## src/rtl/core/shs_pkg.sv

```systemverilog
// Shared types, constants and sigma functions for the SHA-256 stream hasher.
// No dependencies; every other file of the block uses this package.
`default_nettype none

package shs_pkg;

  typedef struct packed {
    logic [7:0] message_byte;
    logic       byte_present;
    logic       end_of_message;
  } in_item_t;

  typedef struct packed {
    logic [31:0] digest_word;
    logic [2:0]  word_number;
    logic        final_word;
  } out_item_t;

  // 16 big-endian message words, index 0 holds bytes 0..3
  typedef logic [15:0][31:0] block_t;
  // eight 32-bit words, index 0 is a / H0
  typedef logic [7:0][31:0]  chain_t;

  typedef struct packed {
    logic start;
    logic rearm;
  } comp_ctl_t;

  typedef struct packed {
    logic done;
  } comp_sts_t;

  localparam logic [5:0] LastRound = 6'd63;
  localparam logic [5:0] LastByte  = 6'd63;
  localparam logic [5:0] LenByte   = 6'd56;
  localparam logic [2:0] LastWord  = 3'd7;
  localparam logic [7:0] PadMark   = 8'h80;
  localparam logic [63:0] BytBits  = 64'd8;

  localparam chain_t InitH = {
    32'h5be0cd19, 32'h1f83d9ab, 32'h9b05688c, 32'h510e527f,
    32'ha54ff53a, 32'h3c6ef372, 32'hbb67ae85, 32'h6a09e667
  };

  localparam logic [31:0] RoundK [64] = '{
    32'h428a2f98, 32'h71374491, 32'hb5c0fbcf, 32'he9b5dba5,
    32'h3956c25b, 32'h59f111f1, 32'h923f82a4, 32'hab1c5ed5,
    32'hd807aa98, 32'h12835b01, 32'h243185be, 32'h550c7dc3,
    32'h72be5d74, 32'h80deb1fe, 32'h9bdc06a7, 32'hc19bf174,
    32'he49b69c1, 32'hefbe4786, 32'h0fc19dc6, 32'h240ca1cc,
    32'h2de92c6f, 32'h4a7484aa, 32'h5cb0a9dc, 32'h76f988da,
    32'h983e5152, 32'ha831c66d, 32'hb00327c8, 32'hbf597fc7,
    32'hc6e00bf3, 32'hd5a79147, 32'h06ca6351, 32'h14292967,
    32'h27b70a85, 32'h2e1b2138, 32'h4d2c6dfc, 32'h53380d13,
    32'h650a7354, 32'h766a0abb, 32'h81c2c92e, 32'h92722c85,
    32'ha2bfe8a1, 32'ha81a664b, 32'hc24b8b70, 32'hc76c51a3,
    32'hd192e819, 32'hd6990624, 32'hf40e3585, 32'h106aa070,
    32'h19a4c116, 32'h1e376c08, 32'h2748774c, 32'h34b0bcb5,
    32'h391c0cb3, 32'h4ed8aa4a, 32'h5b9cca4f, 32'h682e6ff3,
    32'h748f82ee, 32'h78a5636f, 32'h84c87814, 32'h8cc70208,
    32'h90befffa, 32'ha4506ceb, 32'hbef9a3f7, 32'hc67178f2
  };

  function automatic logic [31:0] bsig0(input logic [31:0] x);
    return {x[1:0], x[31:2]} ^ {x[12:0], x[31:13]} ^ {x[21:0], x[31:22]};
  endfunction

  function automatic logic [31:0] bsig1(input logic [31:0] x);
    return {x[5:0], x[31:6]} ^ {x[10:0], x[31:11]} ^ {x[24:0], x[31:25]};
  endfunction

  function automatic logic [31:0] ssig0(input logic [31:0] x);
    return {x[6:0], x[31:7]} ^ {x[17:0], x[31:18]} ^ {3'b000, x[31:3]};
  endfunction

  function automatic logic [31:0] ssig1(input logic [31:0] x);
    return {x[16:0], x[31:17]} ^ {x[18:0], x[31:19]} ^ {10'b0, x[31:10]};
  endfunction

endpackage

`default_nettype wire

```

## src/rtl/core/shs_round.sv

```systemverilog
// One SHA-256 compression round: the shared arithmetic unit of the block.
// Depends on shs_pkg (chain_t, big sigma functions).
`default_nettype none

module shs_round (
  input  shs_pkg::chain_t vars_in,
  input  logic [31:0]     w,
  input  logic [31:0]     k,
  output shs_pkg::chain_t vars_out
);

  logic [31:0] ch;
  logic [31:0] maj;
  logic [31:0] t1;
  logic [31:0] t2;

  assign ch  = (vars_in[4] & vars_in[5]) ^ (~vars_in[4] & vars_in[6]);
  assign maj = (vars_in[0] & vars_in[1]) ^ (vars_in[0] & vars_in[2]) ^
               (vars_in[1] & vars_in[2]);
  assign t1  = vars_in[7] + shs_pkg::bsig1(vars_in[4]) + ch + k + w;
  assign t2  = shs_pkg::bsig0(vars_in[0]) + maj;

  always_comb begin
    vars_out[0] = t1 + t2;
    vars_out[1] = vars_in[0];
    vars_out[2] = vars_in[1];
    vars_out[3] = vars_in[2];
    vars_out[4] = vars_in[3] + t1;
    vars_out[5] = vars_in[4];
    vars_out[6] = vars_in[5];
    vars_out[7] = vars_in[6];
  end

endmodule

`default_nettype wire

```

## src/rtl/core/shs_comp.sv

```systemverilog
// Block compressor: chaining words, 16-word schedule window and round sequencer.
// Depends on shs_pkg and shs_round.
`default_nettype none

module shs_comp (
  input  logic              clk,
  input  logic              rst,
  input  shs_pkg::comp_ctl_t ctl,
  input  shs_pkg::block_t   blk,
  output shs_pkg::comp_sts_t sts,
  output shs_pkg::chain_t   chain
);

  logic            busy;
  logic            fin;
  logic            done;
  logic [5:0]      rnd;
  shs_pkg::block_t win;
  shs_pkg::block_t win_next;
  shs_pkg::chain_t vars;
  shs_pkg::chain_t vars_next;
  logic [31:0]     w_new;

  shs_round u_round (
    .vars_in  (vars),
    .w        (win[0]),
    .k        (shs_pkg::RoundK[rnd]),
    .vars_out (vars_next)
  );

  // window holds w[t..t+15]; w[t+16] enters at the top
  assign w_new = shs_pkg::ssig1(win[14]) + win[9] + shs_pkg::ssig0(win[1]) + win[0];

  always_comb begin
    for (int i = 0; i < 15; i++) begin
      win_next[i] = win[i+1];
    end
    win_next[15] = w_new;
  end

  always_ff @(posedge clk) begin
    if (rst) begin
      busy  <= 1'b0;
      fin   <= 1'b0;
      done  <= 1'b0;
      rnd   <= '0;
      chain <= shs_pkg::InitH;
    end else begin
      done <= 1'b0;
      if (ctl.rearm) begin
        chain <= shs_pkg::InitH;
      end
      if (ctl.start) begin
        busy <= 1'b1;
        rnd  <= '0;
      end else if (busy) begin
        rnd <= rnd + 6'd1;
        if (rnd == shs_pkg::LastRound) begin
          busy <= 1'b0;
          fin  <= 1'b1;
        end
      end else if (fin) begin
        fin  <= 1'b0;
        done <= 1'b1;
        for (int i = 0; i < 8; i++) begin
          chain[i] <= chain[i] + vars[i];
        end
      end
    end
  end

  always_ff @(posedge clk) begin
    if (ctl.start) begin
      win  <= blk;
      vars <= chain;
    end else if (busy) begin
      win  <= win_next;
      vars <= vars_next;
    end
  end

  assign sts.done = done;

endmodule

`default_nettype wire

```

## src/rtl/core/sha256_stream_hasher_unit.sv

```systemverilog
// Top level of the SHA-256 stream hasher: block buffer, padding sequencer, digest output.
// Depends on shs_pkg and shs_comp (which holds shs_round).
//
//   channel | direction | handshake          | payload
//   in      | input     | in_valid/in_stall  | in_item  (shs_pkg::in_item_t)
//   out     | output    | out_valid/out_stall| out_item (shs_pkg::out_item_t)
//
// Bytes are taken only while the sequencer is idle; every 64th byte starts a compression
// that runs 64 rounds through the one round unit, and no new byte is taken until it ends.
// End of message: a pad state and one compression; when the length does not fit, a
// length state and a second compression follow; then 8 output transfers.
// in_stall is high whenever the sequencer is not idle. Synchronous reset restores
// the initial hash values and clears the fill and bit counts; the buffer is not reset.
`default_nettype none

module sha256_stream_hasher_unit (
  input  logic               clk,
  input  logic               rst,
  input  logic               in_valid,
  output logic               in_stall,
  input  shs_pkg::in_item_t  in_item,
  output logic               out_valid,
  input  logic               out_stall,
  output shs_pkg::out_item_t out_item
);

  typedef enum logic [4:0] {
    ST_IDLE = 5'b00001,
    ST_PAD  = 5'b00010,
    ST_COMP = 5'b00100,
    ST_LEN  = 5'b01000,
    ST_OUT  = 5'b10000
  } state_t;

  state_t              state;
  logic [5:0]          fill;
  logic [63:0]         bitcnt;
  logic                end_pend;
  logic                pad_mark;
  logic                last_blk;
  logic [2:0]          wcnt;
  shs_pkg::comp_ctl_t  ctl;
  shs_pkg::comp_sts_t  sts;
  shs_pkg::chain_t     chain;
  shs_pkg::block_t     blk;
  logic                in_acc;
  logic                out_acc;
  logic                wr_byte;
  logic                pad_now;
  logic                len_now;
  logic                len_fits;

  shs_comp u_comp (
    .clk   (clk),
    .rst   (rst),
    .ctl   (ctl),
    .blk   (blk),
    .sts   (sts),
    .chain (chain)
  );

  assign in_stall = (state != ST_IDLE);
  assign in_acc   = in_valid && !in_stall;
  assign out_acc  = out_valid && !out_stall;
  assign wr_byte  = in_acc && in_item.byte_present;
  assign pad_now  = (state == ST_PAD);
  assign len_now  = (state == ST_LEN);
  assign len_fits = (fill < shs_pkg::LenByte);

  always_ff @(posedge clk) begin
    if (rst) begin
      state    <= ST_IDLE;
      fill     <= '0;
      bitcnt   <= '0;
      end_pend <= 1'b0;
      pad_mark <= 1'b0;
      last_blk <= 1'b0;
      wcnt     <= '0;
      ctl      <= '0;
    end else begin
      ctl <= '0;
      case (state)
        ST_IDLE: begin
          if (in_acc) begin
            if (in_item.byte_present) begin
              bitcnt <= bitcnt + shs_pkg::BytBits;
              fill   <= fill + 6'd1;
            end
            if (in_item.byte_present && fill == shs_pkg::LastByte) begin
              ctl.start <= 1'b1;
              last_blk  <= 1'b0;
              end_pend  <= in_item.end_of_message;
              state     <= ST_COMP;
            end else if (in_item.end_of_message) begin
              state <= ST_PAD;
            end
          end
        end
        ST_PAD: begin
          // marker, zeros and (if room) the length go in this cycle
          ctl.start <= 1'b1;
          pad_mark  <= 1'b1;
          end_pend  <= 1'b0;
          last_blk  <= len_fits;
          state     <= ST_COMP;
        end
        ST_LEN: begin
          ctl.start <= 1'b1;
          last_blk  <= 1'b1;
          state     <= ST_COMP;
        end
        ST_COMP: begin
          if (sts.done) begin
            if (last_blk) begin
              state <= ST_OUT;
            end else if (end_pend) begin
              state <= ST_PAD;
            end else if (pad_mark) begin
              state <= ST_LEN;
            end else begin
              state <= ST_IDLE;
            end
          end
        end
        ST_OUT: begin
          if (out_acc) begin
            wcnt <= wcnt + 3'd1;
            if (wcnt == shs_pkg::LastWord) begin
              ctl.rearm <= 1'b1;
              fill      <= '0;
              bitcnt    <= '0;
              pad_mark  <= 1'b0;
              last_blk  <= 1'b0;
              state     <= ST_IDLE;
            end
          end
        end
        default: begin
          state <= ST_IDLE;
        end
      endcase
    end
  end

  // byte lanes, big-endian within each word
  always_ff @(posedge clk) begin
    for (int w = 0; w < 16; w++) begin
      for (int b = 0; b < 4; b++) begin
        if (wr_byte && fill == 6'(4 * w + b)) begin
          blk[w][8*(3-b) +: 8] <= in_item.message_byte;
        end else if (pad_now && fill == 6'(4 * w + b)) begin
          blk[w][8*(3-b) +: 8] <= shs_pkg::PadMark;
        end else if ((pad_now && fill < 6'(4 * w + b)) || len_now) begin
          blk[w][8*(3-b) +: 8] <= 8'h00;
        end
      end
    end
    if ((pad_now && len_fits) || len_now) begin
      blk[14] <= bitcnt[63:32];
      blk[15] <= bitcnt[31:0];
    end
  end

  assign out_valid            = (state == ST_OUT);
  assign out_item.digest_word = chain[wcnt];
  assign out_item.word_number = wcnt;
  assign out_item.final_word  = (wcnt == shs_pkg::LastWord);

endmodule

`default_nettype wire
```

## config.mk

```make
export PLATFORM = sky130hd
export DESIGN_NAME = sha256_stream_hasher_unit
export DESIGN_NICKNAME = d
export VERILOG_FILES = /design/src/rtl/core/shs_pkg.sv /design/src/rtl/core/shs_round.sv /design/src/rtl/core/shs_comp.sv /design/src/rtl/core/sha256_stream_hasher_unit.sv
export SDC_FILE = /design/constraint.sdc
export NUM_CORES = 2
export LEC_CHECK = 0
export ABC_AREA = 1
export BUFFER_PORTS_ARGS = -buffer_cell sky130_fd_sc_hd__buf_2
export CORE_UTILIZATION = 40
export CTS_BUF_LIST = sky130_fd_sc_hd__clkbuf_16
export DETAILED_ROUTE_END_ITERATION = 12
export SLEW_MARGIN = 20
export SYNTH_ARGS = -nofsm -noshare
export SYNTH_HDL_FRONTEND = slang
export SYNTH_HIERARCHICAL = 1
export SYNTH_SLANG_ARGS = --single-unit
```

## constraint.sdc

```tcl
create_clock -name clk -period 9.36 [get_ports clk]
set_clock_uncertainty 0.2 [all_clocks]
set_input_delay 0.936 -clock clk [delete_from_list [all_inputs] [get_ports clk]]
set_output_delay 0.936 -clock clk [all_outputs]
set_load 0.02 [all_outputs]
```

==> impl_metrics.tcl <==
set metrics [dict create \
    post-route-min-period_ns 7.84 \
    fin_cells 17400 \
    cts_buffers 194 \
    async_flop_share_pct 0 \
    pin_count 52 \
    wl_per_cell_um 24.8 \
    drt-total-wl_mm 432 \
    cts.repair.resized 0 \
    relSlewSlack_pct 11.8 \
    yosys.area.top_type "edfxtp_1" \
    drive_gt1_share_pct 4.44 \
    yosys_warnings 6 \
    reg2reg_to "u_comp/vars[20]" \
    critical_path_class "flip-flop to flip-flop" \
    area_delta_synth_final_pct 7.84 \
    cp.arrival_ns 8.19 \
    yosysSeqAreaShare_pct 42.6 \
    cts_max_level 4 \
    ys_seq_elements 1625 \
    drv_slew 0 \
    r2r-start "u_comp/rnd[2]" \
    syn_avg_cell_area_sq_um 7.59 \
    crit_path_top_delay_cell "dfxtp_1" \
    rows 188 \
    holdPathEnd "end_pend" \
    synth_flop_cell "edfxtp_1" \
    min_path_cells 3 \
    ff2ff_path_depth 28 \
    synth.distinct_cells 70 \
    rsz0062_at_grt "no" \
    clock.fmax_mhz 128 \
    overflow 0 \
    clkTransAtPathRegs_ns 0.06 \
    syn_inst 14000 \
    hold_viol_final 0 \
    viasPerCell 5.44 \
    synthTopCellsByArea "edfxtp_1 (36%), nand2_1 (17%), dfxtp_1 (6.5%)" \
    die_h_um 518 \
    min_period_over_period_pct 83.8 \
    maxCapViolations 0 \
    cts.sinks 1625 \
    finish.utilization_pct 43.6 \
    grt_pass1_vias 88100 \
    postCtsSetupRepairBufs 0 \
    crit_fanout 18 \
    initial_core_util_pct 40.4 \
    dp_cells 17100 \
    mappedNetlistArea_sq_mm 0.106 \
    cts_tree "built" \
    drc 0 \
    root_buffer "clkbuf_16" \
    min_path_type "primary input to flip-flop" \
    first_pass_iters 6 \
    cp_common_cell "nand2_1" \
    finalNetCount 14400 \
    setup_ws_ns 1.52 \
    min_from "in_item[0]" \
    finalSetupViolations 0 \
    drtAntennaViolNets 0 \
    die_area_sq_mm 0.268 \
    dieWidth_um 518 \
    final_cell_mix "nand2_1 (4831), nor2_1 (1691), inv_1 (1599)" \
    grt_max_degree 202 \
    worstMarginPinSlew_ns 1.29 \
    routabilityCongestion 1.03 \
    fillers 27100 \
    yosysTopAreaCellShare_pct 36.1 \
    io_buffers 51 \
    core_sq_mm 0.263 \
    synth_edf_count 1280 \
    clk-insertion-delay-late_ns 0.90 \
    status "finished clean" \
    post-dp-hpwl_mm 325 \
    drt_iter0_drc 10400 \
    final.setup.tns_ns 0 \
    final_common_cell "nand2_1" \
    startpoint_type "flip-flop" \
    syn_nets 14600 \
    ctsHoldBuffers 0 \
    rrSetupSlack_ns 1.52 \
    cp-startpoint "u_comp/rnd[2]" \
    grt_pass1_wl_mm 614 \
    post-place-ws_ns 1.64 \
    cp-end-kind "flip-flop" \
    num_vias 94800 \
    slowest_delay_ns 0.83 \
    cts_buffer_depth 4 \
    grt_usage_pct 31.2 \
    antenna_found_initial 10 \
    crit_required_ns 9.71 \
]
## worst max-delay path by stage
stage | to | slack [ns]
after detailed placement | u_comp/vars[20] | 1.64
after global routing | u_comp/vars[20] | 1.06
after CTS | u_comp/vars[20] | 1.60
after floorplan | u_comp/vars[31] | 2.62
final | u_comp/vars[20] | 1.52
after global placement | u_comp/vars[20] | 1.60
## registers in the layout (all words and copies together) (netlist names), 2 cells and up
signal,flops
u_comp/win,512
bitcnt,61
ctl,2
u_comp/vars,256
state,5
blk,512
fill,6
u_comp/rnd,6
wcnt,3
u_comp/chain,256
## kinds of logic (layout without fill, tap and decap cells)
family	Yosys count	after routing	synth area share, %
buffers and inverters	2258	2146	8.97
adders and majority gates	611	611	8.51
muxes	29	29	0.283
and+or+nand+nor	7502	7502	28.1
DFF	1625	1625	42.6
AOI/OAI and AO/OA	1634	1634	8.53
xor gates and xnor gates	368	368	3.03
other	0	3	0
## worst max-delay path, delay by kind of cell (launching register included)
kind | cells | cell delay, ns
and+or+nand+nor | 10 | 1.47
AOI/OAI and AO/OA | 8 | 1.59
xor gates and xnor gates | 2 | 0.72
adders and majority gates | 5 | 2.32
DFF | 1 | 0.83
buffers and inverters | 3 | 0.44
## synth_stat cells, drive strengths merged, types with 93 or more instances
cell       n
inv     1591
nand2   4839
fa       195
nand4     96
dfxtp    345
edfxtp  1280
clkbuf   242
a21oi    619
nand3    643
buf      420
o21ai    639
xnor2    158
nor3      97
o22ai     93
xor2     210
nor2    1730
ha       396
## stage by stage
stage / hold slack [ns] / cell area (sq um)
floorplan: 0.249 / 106000
global placement: 0.270 / 109000
detailed placement: 0.271 / 109000
CTS: 0.134 / 115000
global route: 0.171 / 115000
finish: 0.177 / 115000
## layout make-up
class / instances / area [sq um] / area share (%)
antenna: 3 / 7.51 / 0.00654
clock buffer: 195 / 4880 / 4.25
clock inverter: 152 / 1050 / 0.916
inverter: 1596 / 6040 / 5.26
multi-input combinational: 10100 / 51500 / 44.9
sequential: 1625 / 45400 / 39.5
tap: 3515 / 4400 / 3.83
timing repair buffer: 203 / 1470 / 1.28
## metal layers
metal  wire [um]  track usage [%]
met5          47                0
met4       28600             17.5
met3       37600             5.32
met1      172000             40.2
met2      193000             49.5
Power is not shown: default switching activity piles up to over one toggle a cycle in this logic, so the estimate is an artifact.
